`config.mk`:
```
export PLATFORM = sky130hd
export DESIGN_NAME = stepper_command_framer_ack_core
export DESIGN_NICKNAME = d
export VERILOG_FILES = /design/src/sv/scfa_pkg.sv /design/src/sv/scfa_front.sv /design/src/sv/scfa_queue.sv /design/src/sv/scfa_back.sv /design/src/sv/stepper_command_framer_ack_core.sv
export SDC_FILE = /design/constraint.sdc
export NUM_CORES = 1
export LEC_CHECK = 0
export BUFFER_PORTS_ARGS = -buffer_cell sky130_fd_sc_hd__buf_4
export CORE_ASPECT_RATIO = 2
export CORE_MARGIN = 4
export CORE_UTILIZATION = 30
export CTS_BUF_LIST = sky130_fd_sc_hd__clkbuf_2
export CTS_CLUSTER_SIZE = 10
export DETAILED_ROUTE_END_ITERATION = 10
export PLACE_DENSITY = 0.57
export SETUP_SLACK_MARGIN = 0.5
export SLEW_MARGIN = 20
export SYNTH_ARGS = -nofsm -noshare
export SYNTH_HDL_FRONTEND = slang
export SYNTH_SLANG_ARGS = --single-unit
```
`constraint.sdc`:
```
create_clock -name clock -period 16.4 [get_ports clock]
set_input_delay 3.28 -clock clock [delete_from_list [all_inputs] [get_ports clock]]
set_output_delay 3.28 -clock clock [all_outputs]
set_load 0.05 [all_outputs]
```
`src/sv/scfa_pkg.sv`:
```
`timescale 1ns / 1ps
`default_nettype none

package scfa_pkg;

   localparam int WHEEL_COUNT    = 4;
   localparam int WHEEL_W        = $clog2(WHEEL_COUNT);
   localparam int FOUR_FRAME_LEN = 5 + WHEEL_COUNT * 8;
   localparam int IDX_W          = $clog2(FOUR_FRAME_LEN);
   localparam int QUEUE_DEPTH    = 2;
   localparam int QPTR_W         = $clog2(QUEUE_DEPTH);
   localparam int QCNT_W         = $clog2(QUEUE_DEPTH + 1);
   localparam int REQ_W          = 112;
   localparam int RSP_W          = 16;
   localparam int CSR_W          = 16;
   localparam int CSR_IDX_W      = 3;

   // frame bytes
   localparam logic [7:0] FN_ENABLE    = 8'hF3;
   localparam logic [7:0] FN_VELOCITY  = 8'hF6;
   localparam logic [7:0] FN_STOP      = 8'hFE;
   localparam logic [7:0] FN_SYNC      = 8'hFF;
   localparam logic [7:0] FN_MULTI     = 8'hAA;
   localparam logic [7:0] KEY_ENABLE   = 8'hAB;
   localparam logic [7:0] KEY_STOP     = 8'h98;
   localparam logic [7:0] KEY_SYNC     = 8'h66;
   localparam logic [7:0] ACK_OK       = 8'h02;

   // configuration reset values
   localparam logic [7:0]  RST_FRAME_TAIL   = 8'd107;
   localparam logic [7:0]  RST_BROADCAST_ID = 8'd0;
   localparam logic        RST_ACK_ENABLE   = 1'b1;
   localparam logic [15:0] RST_TIMEOUT      = 16'd20;
   localparam logic [14:0] RST_MAX_SPEED    = 15'd3000;
   localparam logic [7:0]  RST_WHEEL_BASE   = 8'd1;
   localparam logic [WHEEL_COUNT-1:0] RST_FWD_MASK = WHEEL_COUNT'(9);

   typedef enum logic [CSR_IDX_W-1:0] {
      CFG_FRAME_TAIL       = 3'd0,
      CFG_BROADCAST_ID     = 3'd1,
      CFG_ACK_ENABLE       = 3'd2,
      CFG_TIMEOUT_TICKS    = 3'd3,
      CFG_SPEED_LIMIT      = 3'd4,
      CFG_WHEEL_BASE_ID    = 3'd5,
      CFG_FORWARD_DIR_MASK = 3'd6
   } cfg_index_type;

   typedef enum logic [2:0] {
      OP_ENABLE   = 3'd0,
      OP_VELOCITY = 3'd1,
      OP_STOP     = 3'd2,
      OP_SYNC     = 3'd3,
      OP_FOUR     = 3'd4,
      OP_RX       = 3'd5,
      OP_TICK     = 3'd6
   } op_type;

   typedef enum logic [2:0] {
      ST_SENT    = 3'd0,
      ST_ACK     = 3'd1,
      ST_INVALID = 3'd2,
      ST_TIMEOUT = 3'd3,
      ST_BUSY    = 3'd4
   } status_type;

   typedef enum logic [1:0] {
      BK_IDLE   = 2'd0,
      BK_FRAME  = 2'd1,
      BK_STATUS = 2'd2
   } back_state_type;

   typedef struct packed {
      logic [7:0]                  frame_tail;
      logic [7:0]                  broadcast_id;
      logic                        ack_enable;
      logic [15:0]                 timeout_ticks;
      logic [14:0]                 speed_limit;
      logic [7:0]                  wheel_base_id;
      logic [WHEEL_COUNT-1:0]      forward_dir_mask;
   } cfg_type;

   // request payload, lowest field in the lowest bits
   typedef struct packed {
      logic [5:0]                  pad;
      logic [7:0]                  rx_byte;
      logic [WHEEL_COUNT-1:0][15:0] wheel_speed;
      logic [7:0]                  acceleration;
      logic [15:0]                 speed;
      logic                        direction;
      logic                        flag;
      logic [7:0]                  motor_id;
   } req_payload_type;

   typedef struct packed {
      op_type                      op;
      logic [7:0]                  motor_id;
      logic                        flag;
      logic                        direction;
      logic [15:0]                 speed;
      logic [7:0]                  acceleration;
      logic [WHEEL_COUNT-1:0][15:0] wheel_mag;
      logic [WHEEL_COUNT-1:0]      wheel_dir;
      logic                        speed_ok;
      logic [7:0]                  rx_byte;
   } cmd_type;

endpackage

`default_nettype wire

```
`src/sv/scfa_front.sv`:
```
`timescale 1ns / 1ps
`default_nettype none

module scfa_front (
   input  wire logic                        req_tvalid,
   output logic                             req_tready,
   input  wire logic [2:0]                  req_tuser,
   input  wire logic [scfa_pkg::REQ_W-1:0]  req_tdata,
   input  wire scfa_pkg::cfg_type           cfg,
   input  wire logic                        q_ready,
   output logic                             q_push,
   output scfa_pkg::cmd_type                q_data
);
   import scfa_pkg::*;

   req_payload_type pl;
   logic            known;
   logic            neg;

   assign pl = req_payload_type'(req_tdata);
   assign req_tready = q_ready;
   assign q_push = req_tvalid & q_ready & known;

   always_comb begin
      known = 1'b1;
      q_data.op = OP_TICK;
      unique case (req_tuser)
         OP_ENABLE:   q_data.op = OP_ENABLE;
         OP_VELOCITY: q_data.op = OP_VELOCITY;
         OP_STOP:     q_data.op = OP_STOP;
         OP_SYNC:     q_data.op = OP_SYNC;
         OP_FOUR:     q_data.op = OP_FOUR;
         OP_RX:       q_data.op = OP_RX;
         OP_TICK:     q_data.op = OP_TICK;
         default:     known = 1'b0;  // unused action is dropped here
      endcase

      q_data.motor_id     = pl.motor_id;
      q_data.flag         = pl.flag;
      q_data.direction    = pl.direction;
      q_data.speed        = pl.speed;
      q_data.acceleration = pl.acceleration;
      q_data.rx_byte      = pl.rx_byte;
      q_data.speed_ok     = 1'b1;
      neg                 = 1'b0;
      for (int i = 0; i < WHEEL_COUNT; i++) begin
         neg = pl.wheel_speed[i][15];
         q_data.wheel_mag[i] = neg ? 16'(-pl.wheel_speed[i]) : pl.wheel_speed[i];
         q_data.wheel_dir[i] = cfg.forward_dir_mask[i] ^ neg;
         if (q_data.wheel_mag[i] > {1'b0, cfg.speed_limit}) begin
            q_data.speed_ok = 1'b0;
         end
      end
   end

endmodule

`default_nettype wire

```
`src/sv/scfa_queue.sv`:
```
`timescale 1ns / 1ps
`default_nettype none

module scfa_queue (
   input  wire logic               clock,
   input  wire logic               reset,
   input  wire logic               push,
   input  wire scfa_pkg::cmd_type  push_data,
   output logic                    ready,
   input  wire logic               pop,
   output logic                    valid,
   output scfa_pkg::cmd_type       pop_data
);
   import scfa_pkg::*;

   cmd_type             slot_ff [QUEUE_DEPTH];
   logic [QPTR_W-1:0]   wr_ptr_ff, wr_ptr_in;
   logic [QPTR_W-1:0]   rd_ptr_ff, rd_ptr_in;
   logic [QCNT_W-1:0]   count_ff, count_in;
   logic                do_push, do_pop;

   assign ready    = count_ff != QCNT_W'(QUEUE_DEPTH);
   assign valid    = count_ff != '0;
   assign pop_data = slot_ff[rd_ptr_ff];
   assign do_push  = push & ready;
   assign do_pop   = pop & valid;

   always_comb begin
      wr_ptr_in = do_push ? wr_ptr_ff + 1'b1 : wr_ptr_ff;
      rd_ptr_in = do_pop ? rd_ptr_ff + 1'b1 : rd_ptr_ff;
      count_in  = count_ff;
      if (do_push && !do_pop) begin
         count_in = count_ff + 1'b1;
      end else if (do_pop && !do_push) begin
         count_in = count_ff - 1'b1;
      end
   end

   always_ff @(posedge clock) begin
      if (reset) begin
         wr_ptr_ff <= '0;
         rd_ptr_ff <= '0;
         count_ff  <= '0;
      end else begin
         wr_ptr_ff <= wr_ptr_in;
         rd_ptr_ff <= rd_ptr_in;
         count_ff  <= count_in;
      end
   end

   always_ff @(posedge clock) begin
      if (do_push) begin
         slot_ff[wr_ptr_ff] <= push_data;
      end
   end

endmodule

`default_nettype wire

```
`src/sv/scfa_back.sv`:
```
`timescale 1ns / 1ps
`default_nettype none

module scfa_back #(
   parameter int ACK_SCAN_LIMIT = 16
) (
   input  wire logic                        clock,
   input  wire logic                        reset,
   input  wire scfa_pkg::cfg_type           cfg,
   input  wire logic                        q_valid,
   input  wire scfa_pkg::cmd_type           q_data,
   output logic                             q_pop,
   output logic                             rsp_tvalid,
   input  wire logic                        rsp_tready,
   output logic                             rsp_tuser,
   output logic                             rsp_tlast,
   output logic [scfa_pkg::RSP_W-1:0]       rsp_tdata
);
   import scfa_pkg::*;

   localparam int SCAN_W = $clog2(ACK_SCAN_LIMIT + 1);

   function automatic logic is_frame_op(op_type op);
      return op == OP_ENABLE || op == OP_VELOCITY || op == OP_STOP ||
             op == OP_SYNC || op == OP_FOUR;
   endfunction

   function automatic logic [IDX_W-1:0] frame_last(op_type op);
      logic [IDX_W-1:0] n;
      n = IDX_W'(FOUR_FRAME_LEN - 1);
      unique case (op)
         OP_ENABLE:   n = IDX_W'(5);
         OP_VELOCITY: n = IDX_W'(7);
         OP_STOP:     n = IDX_W'(4);
         OP_SYNC:     n = IDX_W'(3);
         default:     n = IDX_W'(FOUR_FRAME_LEN - 1);
      endcase
      return n;
   endfunction

   function automatic logic [7:0] frame_byte(cmd_type c, logic [IDX_W-1:0] idx,
                                             cfg_type g);
      logic [IDX_W-1:0]   rel;
      logic [WHEEL_W-1:0] w;
      logic [2:0]         pos;
      logic [7:0]         b;
      rel = idx - IDX_W'(4);
      w   = rel[WHEEL_W+2:3];
      pos = rel[2:0];
      b   = g.frame_tail;
      unique case (c.op)
         OP_ENABLE: begin
            unique case (idx)
               IDX_W'(0): b = c.motor_id;
               IDX_W'(1): b = FN_ENABLE;
               IDX_W'(2): b = KEY_ENABLE;
               IDX_W'(3): b = {7'd0, c.flag};
               IDX_W'(4): b = 8'd0;
               default:   b = g.frame_tail;
            endcase
         end
         OP_VELOCITY: begin
            unique case (idx)
               IDX_W'(0): b = c.motor_id;
               IDX_W'(1): b = FN_VELOCITY;
               IDX_W'(2): b = {7'd0, c.direction};
               IDX_W'(3): b = c.speed[15:8];
               IDX_W'(4): b = c.speed[7:0];
               IDX_W'(5): b = c.acceleration;
               IDX_W'(6): b = {7'd0, c.flag};
               default:   b = g.frame_tail;
            endcase
         end
         OP_STOP: begin
            unique case (idx)
               IDX_W'(0): b = c.motor_id;
               IDX_W'(1): b = FN_STOP;
               IDX_W'(2): b = KEY_STOP;
               IDX_W'(3): b = {7'd0, c.flag};
               default:   b = g.frame_tail;
            endcase
         end
         OP_SYNC: begin
            unique case (idx)
               IDX_W'(0): b = g.broadcast_id;
               IDX_W'(1): b = FN_SYNC;
               IDX_W'(2): b = KEY_SYNC;
               default:   b = g.frame_tail;
            endcase
         end
         OP_FOUR: begin
            priority if (idx == IDX_W'(0)) begin
               b = g.broadcast_id;
            end else if (idx == IDX_W'(1)) begin
               b = FN_MULTI;
            end else if (idx == IDX_W'(2)) begin
               b = 8'(FOUR_FRAME_LEN / 256);
            end else if (idx == IDX_W'(3)) begin
               b = 8'(FOUR_FRAME_LEN % 256);
            end else if (idx == IDX_W'(FOUR_FRAME_LEN - 1)) begin
               b = g.frame_tail;
            end else begin
               // one 8-byte velocity sub-frame per wheel
               unique case (pos)
                  3'd0:    b = g.wheel_base_id + 8'(w);
                  3'd1:    b = FN_VELOCITY;
                  3'd2:    b = {7'd0, c.wheel_dir[w]};
                  3'd3:    b = c.wheel_mag[w][15:8];
                  3'd4:    b = c.wheel_mag[w][7:0];
                  3'd5:    b = c.acceleration;
                  3'd6:    b = 8'd0;
                  default: b = g.frame_tail;
               endcase
            end
         end
         default: b = 8'd0;
      endcase
      return b;
   endfunction

   back_state_type     state_ff, state_in;
   cmd_type            cmd_ff, cmd_in;
   logic [IDX_W-1:0]   idx_ff, idx_in;
   logic               wait_start_ff, wait_start_in;
   status_type         trail_ff, trail_in;

   logic               waiting_ff, waiting_in;
   logic [7:0]         expect_id_ff, expect_id_in;
   logic [7:0]         expect_fn_ff, expect_fn_in;
   logic [7:0]         window_ff [3];
   logic [7:0]         window_in [3];
   logic [1:0]         fill_ff, fill_in;
   logic [SCAN_W-1:0]  scan_ff, scan_in;
   logic [15:0]        elapsed_ff, elapsed_in;

   logic               rsp_valid_ff, rsp_valid_in;
   logic               rsp_kind_ff, rsp_kind_in;
   logic [7:0]         rsp_byte_ff, rsp_byte_in;
   status_type         rsp_status_ff, rsp_status_in;
   logic               rsp_last_ff, rsp_last_in;

   logic               out_free, take, start_frame, frame_done;
   logic               may_wait;
   logic [SCAN_W-1:0]  scan_next;
   logic [15:0]        elapsed_next;

   assign out_free    = ~rsp_valid_ff | rsp_tready;
   assign take        = (state_ff == BK_IDLE) & q_valid & out_free;
   assign start_frame = take & is_frame_op(q_data.op) & ~waiting_ff &
                        ((q_data.op != OP_FOUR) | q_data.speed_ok);
   assign frame_done  = idx_ff == frame_last(cmd_ff.op);
   assign q_pop       = take;

   assign may_wait     = (q_data.op == OP_FOUR) |
                         ((q_data.op != OP_SYNC) & (q_data.motor_id != cfg.broadcast_id));
   assign scan_next    = scan_ff + 1'b1;
   assign elapsed_next = (elapsed_ff == 16'hFFFF) ? elapsed_ff : elapsed_ff + 16'd1;

   always_comb begin
      state_in = state_ff;
      unique case (state_ff)
         BK_IDLE: begin
            if (start_frame) begin
               state_in = BK_FRAME;
            end
         end
         BK_FRAME: begin
            if (out_free && frame_done) begin
               state_in = wait_start_ff ? BK_IDLE : BK_STATUS;
            end
         end
         BK_STATUS: begin
            if (out_free) begin
               state_in = BK_IDLE;
            end
         end
         default: state_in = BK_IDLE;
      endcase
   end

   always_comb begin
      cmd_in        = cmd_ff;
      idx_in        = idx_ff;
      wait_start_in = wait_start_ff;
      trail_in      = trail_ff;
      waiting_in    = waiting_ff;
      expect_id_in  = expect_id_ff;
      expect_fn_in  = expect_fn_ff;
      window_in     = window_ff;
      fill_in       = fill_ff;
      scan_in       = scan_ff;
      elapsed_in    = elapsed_ff;
      rsp_valid_in  = rsp_valid_ff & ~rsp_tready;
      rsp_kind_in   = rsp_kind_ff;
      rsp_byte_in   = rsp_byte_ff;
      rsp_status_in = rsp_status_ff;
      rsp_last_in   = rsp_last_ff;

      unique case (state_ff)
         BK_IDLE: begin
            if (take) begin
               if (is_frame_op(q_data.op) && waiting_ff) begin
                  rsp_valid_in  = 1'b1;
                  rsp_kind_in   = 1'b1;
                  rsp_byte_in   = 8'd0;
                  rsp_status_in = ST_BUSY;
                  rsp_last_in   = 1'b1;
               end else if (q_data.op == OP_FOUR && !q_data.speed_ok) begin
                  rsp_valid_in  = 1'b1;
                  rsp_kind_in   = 1'b1;
                  rsp_byte_in   = 8'd0;
                  rsp_status_in = ST_INVALID;
                  rsp_last_in   = 1'b1;
               end else if (is_frame_op(q_data.op)) begin
                  cmd_in        = q_data;
                  idx_in        = '0;
                  wait_start_in = may_wait & cfg.ack_enable & (cfg.timeout_ticks != 16'd0);
                  trail_in      = (may_wait && cfg.ack_enable) ? ST_TIMEOUT : ST_SENT;
               end else if (q_data.op == OP_RX && waiting_ff) begin
                  if (fill_ff != 2'd3) begin
                     window_in[fill_ff] = q_data.rx_byte;
                     fill_in = fill_ff + 2'd1;
                  end else if (window_ff[0] == expect_id_ff &&
                               window_ff[1] == expect_fn_ff &&
                               window_ff[2] == ACK_OK &&
                               q_data.rx_byte == cfg.frame_tail) begin
                     waiting_in    = 1'b0;
                     rsp_valid_in  = 1'b1;
                     rsp_kind_in   = 1'b1;
                     rsp_byte_in   = 8'd0;
                     rsp_status_in = ST_ACK;
                     rsp_last_in   = 1'b1;
                  end else begin
                     window_in[0] = window_ff[1];
                     window_in[1] = window_ff[2];
                     window_in[2] = q_data.rx_byte;
                     scan_in      = scan_next;
                     if (scan_next >= SCAN_W'(ACK_SCAN_LIMIT)) begin
                        waiting_in    = 1'b0;
                        rsp_valid_in  = 1'b1;
                        rsp_kind_in   = 1'b1;
                        rsp_byte_in   = 8'd0;
                        rsp_status_in = ST_TIMEOUT;
                        rsp_last_in   = 1'b1;
                     end
                  end
               end else if (q_data.op == OP_TICK && waiting_ff) begin
                  elapsed_in = elapsed_next;
                  if (elapsed_next >= cfg.timeout_ticks) begin
                     waiting_in    = 1'b0;
                     rsp_valid_in  = 1'b1;
                     rsp_kind_in   = 1'b1;
                     rsp_byte_in   = 8'd0;
                     rsp_status_in = ST_TIMEOUT;
                     rsp_last_in   = 1'b1;
                  end
               end
            end
         end
         BK_FRAME: begin
            if (out_free) begin
               rsp_valid_in  = 1'b1;
               rsp_kind_in   = 1'b0;
               rsp_byte_in   = frame_byte(cmd_ff, idx_ff, cfg);
               rsp_status_in = ST_SENT;
               rsp_last_in   = frame_done & wait_start_ff;
               idx_in        = idx_ff + 1'b1;
               if (frame_done && wait_start_ff) begin
                  waiting_in   = 1'b1;
                  expect_id_in = (cmd_ff.op == OP_FOUR) ? cfg.wheel_base_id : cmd_ff.motor_id;
                  unique case (cmd_ff.op)
                     OP_ENABLE: expect_fn_in = FN_ENABLE;
                     OP_STOP:   expect_fn_in = FN_STOP;
                     default:   expect_fn_in = FN_VELOCITY;
                  endcase
                  fill_in      = 2'd0;
                  scan_in      = '0;
                  elapsed_in   = 16'd0;
               end
            end
         end
         BK_STATUS: begin
            if (out_free) begin
               rsp_valid_in  = 1'b1;
               rsp_kind_in   = 1'b1;
               rsp_byte_in   = 8'd0;
               rsp_status_in = trail_ff;
               rsp_last_in   = 1'b1;
            end
         end
         default: ;
      endcase
   end

   always_ff @(posedge clock) begin
      if (reset) begin
         state_ff     <= BK_IDLE;
         waiting_ff   <= 1'b0;
         expect_id_ff <= 8'd0;
         expect_fn_ff <= 8'd0;
         fill_ff      <= 2'd0;
         scan_ff      <= '0;
         elapsed_ff   <= 16'd0;
         rsp_valid_ff <= 1'b0;
      end else begin
         state_ff     <= state_in;
         waiting_ff   <= waiting_in;
         expect_id_ff <= expect_id_in;
         expect_fn_ff <= expect_fn_in;
         fill_ff      <= fill_in;
         scan_ff      <= scan_in;
         elapsed_ff   <= elapsed_in;
         rsp_valid_ff <= rsp_valid_in;
      end
   end

   always_ff @(posedge clock) begin
      cmd_ff        <= cmd_in;
      idx_ff        <= idx_in;
      wait_start_ff <= wait_start_in;
      trail_ff      <= trail_in;
      window_ff     <= window_in;
      rsp_kind_ff   <= rsp_kind_in;
      rsp_byte_ff   <= rsp_byte_in;
      rsp_status_ff <= rsp_status_in;
      rsp_last_ff   <= rsp_last_in;
   end

   assign rsp_tvalid = rsp_valid_ff;
   assign rsp_tuser  = rsp_kind_ff;
   assign rsp_tlast  = rsp_last_ff;
   assign rsp_tdata  = {5'd0, rsp_status_ff, rsp_byte_ff};

endmodule

`default_nettype wire

```
`src/sv/stepper_command_framer_ack_core.sv`:
```
`timescale 1ns / 1ps
`default_nettype none
// path, back end idle: a frame's first byte passes the command queue, the FRAME state and
//   the response register; a status-only result passes the queue and the response register
// occupancy: a frame command holds the back end for a take, each frame byte and a status
//   report unless a wait starts, stalling while the output is held; other items need only a take
// a two-entry command queue lets requests be taken while a frame is being sent
// reset (synchronous): configuration returns to defaults, ack wait and queue are cleared

module stepper_command_framer_ack_core #(
   parameter int ACK_SCAN_LIMIT = 16
) (
   input  wire logic                          clock,
   input  wire logic                          reset,
   input  wire logic                          req_tvalid,
   output logic                               req_tready,
   // action
   input  wire logic [2:0]                    req_tuser,
   // motor_id, flag, direction, speed, acceleration,
   // wheel_speed_0, wheel_speed_1, wheel_speed_2, wheel_speed_3, rx_byte
   input  wire logic [scfa_pkg::REQ_W-1:0]    req_tdata,
   output logic                               rsp_tvalid,
   input  wire logic                          rsp_tready,
   // kind
   output logic                               rsp_tuser,
   output logic                               rsp_tlast,
   // tx_byte, status
   output logic [scfa_pkg::RSP_W-1:0]         rsp_tdata,
   input  wire logic                          csr_we,
   input  wire logic [scfa_pkg::CSR_IDX_W-1:0] csr_index,
   input  wire logic [scfa_pkg::CSR_W-1:0]    csr_wdata
);
   import scfa_pkg::*;

   cfg_type cfg_ff, cfg_in;
   logic    q_ready, q_push, q_valid, q_pop;
   cmd_type q_wr_data, q_rd_data;

   always_comb begin
      cfg_in = cfg_ff;
      if (csr_we) begin
         unique case (csr_index)
            CFG_FRAME_TAIL:       cfg_in.frame_tail       = csr_wdata[7:0];
            CFG_BROADCAST_ID:     cfg_in.broadcast_id     = csr_wdata[7:0];
            CFG_ACK_ENABLE:       cfg_in.ack_enable       = csr_wdata[0];
            CFG_TIMEOUT_TICKS:    cfg_in.timeout_ticks    = csr_wdata;
            CFG_SPEED_LIMIT:      cfg_in.speed_limit      = csr_wdata[14:0];
            CFG_WHEEL_BASE_ID:    cfg_in.wheel_base_id    = csr_wdata[7:0];
            CFG_FORWARD_DIR_MASK: cfg_in.forward_dir_mask = csr_wdata[WHEEL_COUNT-1:0];
            default: ;
         endcase
      end
   end

   always_ff @(posedge clock) begin
      if (reset) begin
         cfg_ff.frame_tail       <= RST_FRAME_TAIL;
         cfg_ff.broadcast_id     <= RST_BROADCAST_ID;
         cfg_ff.ack_enable       <= RST_ACK_ENABLE;
         cfg_ff.timeout_ticks    <= RST_TIMEOUT;
         cfg_ff.speed_limit      <= RST_MAX_SPEED;
         cfg_ff.wheel_base_id    <= RST_WHEEL_BASE;
         cfg_ff.forward_dir_mask <= RST_FWD_MASK;
      end else begin
         cfg_ff <= cfg_in;
      end
   end

   scfa_front u_front (
      .req_tvalid (req_tvalid),
      .req_tready (req_tready),
      .req_tuser  (req_tuser),
      .req_tdata  (req_tdata),
      .cfg        (cfg_ff),
      .q_ready    (q_ready),
      .q_push     (q_push),
      .q_data     (q_wr_data)
   );

   scfa_queue u_queue (
      .clock     (clock),
      .reset     (reset),
      .push      (q_push),
      .push_data (q_wr_data),
      .ready     (q_ready),
      .pop       (q_pop),
      .valid     (q_valid),
      .pop_data  (q_rd_data)
   );

   scfa_back #(
      .ACK_SCAN_LIMIT (ACK_SCAN_LIMIT)
   ) u_back (
      .clock      (clock),
      .reset      (reset),
      .cfg        (cfg_ff),
      .q_valid    (q_valid),
      .q_data     (q_rd_data),
      .q_pop      (q_pop),
      .rsp_tvalid (rsp_tvalid),
      .rsp_tready (rsp_tready),
      .rsp_tuser  (rsp_tuser),
      .rsp_tlast  (rsp_tlast),
      .rsp_tdata  (rsp_tdata)
   );

   a_no_push_when_full: assert property (@(posedge clock) disable iff (reset)
      q_push |-> q_ready)
      else $error("command pushed into a full queue");

   a_status_is_final: assert property (@(posedge clock) disable iff (reset)
      rsp_tvalid && rsp_tuser |-> rsp_tlast && rsp_tdata[7:0] == 8'd0)
      else $error("status report not final or carries a byte");

   a_byte_status_zero: assert property (@(posedge clock) disable iff (reset)
      rsp_tvalid && !rsp_tuser |-> rsp_tdata[10:8] == ST_SENT)
      else $error("transmit byte carries a status code");

   a_reset_clears_out: assert property (@(posedge clock)
      reset |=> !rsp_tvalid)
      else $error("result valid right after reset");

endmodule

`default_nettype wire

```
==> results.json <==
{
  "maxCapViolations": 0,
  "die-height_um": 403,
  "hold_violations": 0,
  "worstPathRequired_ns": 17.30,
  "grt_pass1_wl_um": 108000,
  "grt_overflow": 0,
  "dieArea_um2": 82900,
  "post-place-cells": 3090,
  "r2r_cells": 14,
  "crit_chain": "buf_4, or4_4, or4_1, or4_4, o31ai_1, xnor2_1, ha_1, nand2_1, a21oi_1, a2111oi_0, a21oi_1, nor4_2",
  "p_leak_nw": 9.52,
  "htreeDepth": 3,
  "worst-r2r-setup-slack_ns": 11.97,
  "power_density_nw_per_um2": 130,
  "async_flop_share": 0,
  "final_max_slew_viol_count": 0,
  "clk_latency_ns": 1.26,
  "cts_buffers": 104,
  "layout.cells.non_filler": 3283,
  "avgRoutedWirePerCell_um": 22.3,
  "yosys-top-cells-area": "edfxtp_1 48%, dfxtp_1 8.9%, ha_1 5.4%",
  "clock_skew_ns": 0.107,
  "timing.rr.start": "u_back.elapsed_ff[0]$_SDFFE_PP0P_",
  "clock_path_buffers": 3,
  "cp-start-kind": "input port",
  "hold_class": "flop to flop",
  "std_cell_rows": 144,
  "cts_setup_buffers": 0,
  "ant_nets": 0,
  "setup_viol": 0,
  "crit_arrival_ns": 7.23,
  "die_w_um": 206,
  "start_util": 0.303,
  "hold_slack_ns": 0.463,
  "ir_worst_vdd_mv": 0.0681,
  "synth_area_per_cell_um2": 11.7,
  "grt_use_total": 0.174,
  "drcViolationCount": 0,
  "hold_buffers": 0,
  "synth_seq_cells": 482,
  "cts_sinks": 482,
  "area_delta_synth_final_pct": 13.8,
  "r2r-end": "u_back.rsp_byte_ff[5]$_SDFFCE_PP0P_",
  "critical_path.endpoint_type": "flop",
  "worst_path_max_delay_cell": "nor4_2",
  "vias": 16800,
  "min_path_cells": 2,
  "worst-path-max-fanout": 4,
  "slew_headroom": 0.341,
  "min_period_ns": 6.34,
  "drive_above_1_share": 0.210,
  "clockRootBuffer": "clkbuf_2",
  "tightest_slew_ns": 0.983,
  "cts.clk_slew.worst_paths_ns": 0.12,
  "dp_hpwl_um": 54000,
  "routed_wl_um": 73100,
  "pin_count": 159,
  "yosys_warnings": 0,
  "ys_seq_area_frac": 0.573,
  "antenna_found_initial": 6,
  "cpPeakStageDelay_ns": 0.75,
  "ys_types": 81,
  "netlist_area_um2": 23400,
  "coreArea_um2": 77300,
  "layout.nets": 2415,
  "routed_via_density": 5.11,
  "io_buffers": 147,
  "grt_max_degree": 115,
  "rsz0062_at_grt": "no",
  "post-route-period-util": 0.386,
  "synth_edf_count": 378,
  "hp-start": "cfg_ff[13]$_SDFFE_PP0P_",
  "ctsResizeCount": 0,
  "fmax_mhz": 158,
  "dpl-instance-area_um2": 25600,
  "critical_path_class": "input port to flop",
  "first_pass_iters": 8,
  "synth_cells": 1998,
  "place.gp.congestion": 0.923,
  "status": "finished clean",
  "synth.top_cell.area_share": 0.485,
  "cts_tree": "built",
  "holdPathEnd": "cfg_ff[13]$_SDFFE_PP0P_",
  "synth.largest_area_cell": "edfxtp_1",
  "synthFlopType": "edfxtp_1",
  "drtIter0Drc": 1051,
  "design_power_total_mw": 3.46,
  "grt_pass1_vias": 17200,
  "design_area_um2": 26700,
  "finalSetupTns_ns": 0
}
worst max-delay path: cells and delay by family:
kind / cells / cell delay (ns)
buffers and inverters: 1 / 0.13
AND/OR/NAND/NOR: 5 / 2.27
adder cells (fa/ha/maj): 1 / 0.33
AO/OA/AOI/OAI: 4 / 0.97
XOR/XNOR: 1 / 0.25
layout make-up:
class / count / area (um^2)
fillers: 7747 / 50600
diodes: 6 / 15.0
multi-input cells: 1351 / 9390
inverters: 72 / 273
clock inverters: 46 / 320
clock buffers: 141 / 706
repair buffers: 163 / 1250
flip-flops and latches: 482 / 13400
well taps: 1022 / 1280
worst max-delay path by stage:
stage	depth (start not counted)	end	from	slack (ns)
3_5_place_dp	12	u_queue.slot_ff[1][8]$_DFFE_PP_	req_tdata[85]	8.76
4_1_cts	12	u_queue.slot_ff[0][8]$_DFFE_PP_	req_tdata[85]	10.10
5_1_grt	14	u_queue.slot_ff[0][8]$_DFFE_PP_	req_tdata[85]	9.96
2_1_floorplan	3	u_queue.slot_ff[0][0]$_DFFE_PP_	req_tuser[2]	7.54
3_3_place_gp	14	u_queue.slot_ff[0][8]$_DFFE_PP_	req_tdata[85]	8.47
6_report	12	u_queue.slot_ff[0][8]$_DFFE_PP_	req_tdata[85]	10.06
where the power goes:
group / switching, mW / internal (mW)
combinational: 0.608 / 0.348
clock: 0.494 / 0.306
sequential: 0.121 / 1.59
total: 1.22 / 2.24
state kept, by name, indices dropped and copies added, names as in the netlist, 2 cells and up, named ones only:
register,flops
u_back.idx_ff,6
u_back.window_ff,24
u_queue.slot_ff,228
u_back.elapsed_ff,16
u_back.cmd_ff,105
u_queue.count_ff,2
u_back.expect_fn_ff,4
cfg_ff,60
u_back.fill_ff,2
u_back.expect_id_ff,8
u_back.rsp_status_ff,3
u_back.state_ff,2
u_back.rsp_byte_ff,8
u_back.scan_ff,5
synth_stat cells (all sizes together), types with 30 or more instances:
cell type	n
nand3	30
nand2	248
a21oi	139
xnor2	80
edfxtp	378
dfxtp	104
ha	101
clkbuf	78
nor2	125
inv	71
o21ai	89
mux2	108
layer usage:
metal	up-vias	track usage	part of all wire
met4	2	0.0866	0.051
met1	8240	0.175	0.34
li1	7846	-	-
met5	-	0	0.00027
met2	544	0.334	0.56
met3	152	0.0323	0.047
placed cells by master (no fill, tap or decap), types with 15 or more instances in the layout:
cell / instances
nand3_1: 30
mux2i_1: 29
buf_4: 161
nand4_1: 28
dfxtp_1: 103
or3_1: 20
nand2b_1: 15
nor2b_1: 17
clkbuf_2: 141
nand2_1: 248
a31oi_1: 17
ha_1: 101
inv_1: 70
edfxtp_1: 378
a21oi_1: 139
clkinv_1: 24
mux4_2: 15
nor4_1: 19
xor2_1: 21
xnor2_1: 80
mux2_2: 108
nor3_1: 24
o21ai_0: 87
o31ai_1: 21
nor2_1: 123
metrics by stage:
stage | utilization | setup slack, ns
final | 0.345 | 10.06
after global routing | 0.345 | 9.96
after CTS | 0.345 | 10.10
after detailed placement | 0.331 | 8.76
after global placement | 0.331 | 8.47
after floorplan | - | 7.54
cells by family (layout without fill, tap and decap cells):
logic type / Yosys count / count (layout) / synth area share
other cells: 1 / 11 / 0.000160
flops: 482 / 482 / 0.573
xor+xnor: 102 / 102 / 0.0381
compound gates: 400 / 400 / 0.107
buf+inv: 169 / 422 / 0.0283
simple gates: 590 / 590 / 0.119
mux: 152 / 152 / 0.0787
fa+ha+maj: 102 / 102 / 0.0548
(Power assumes the default switching activity.)
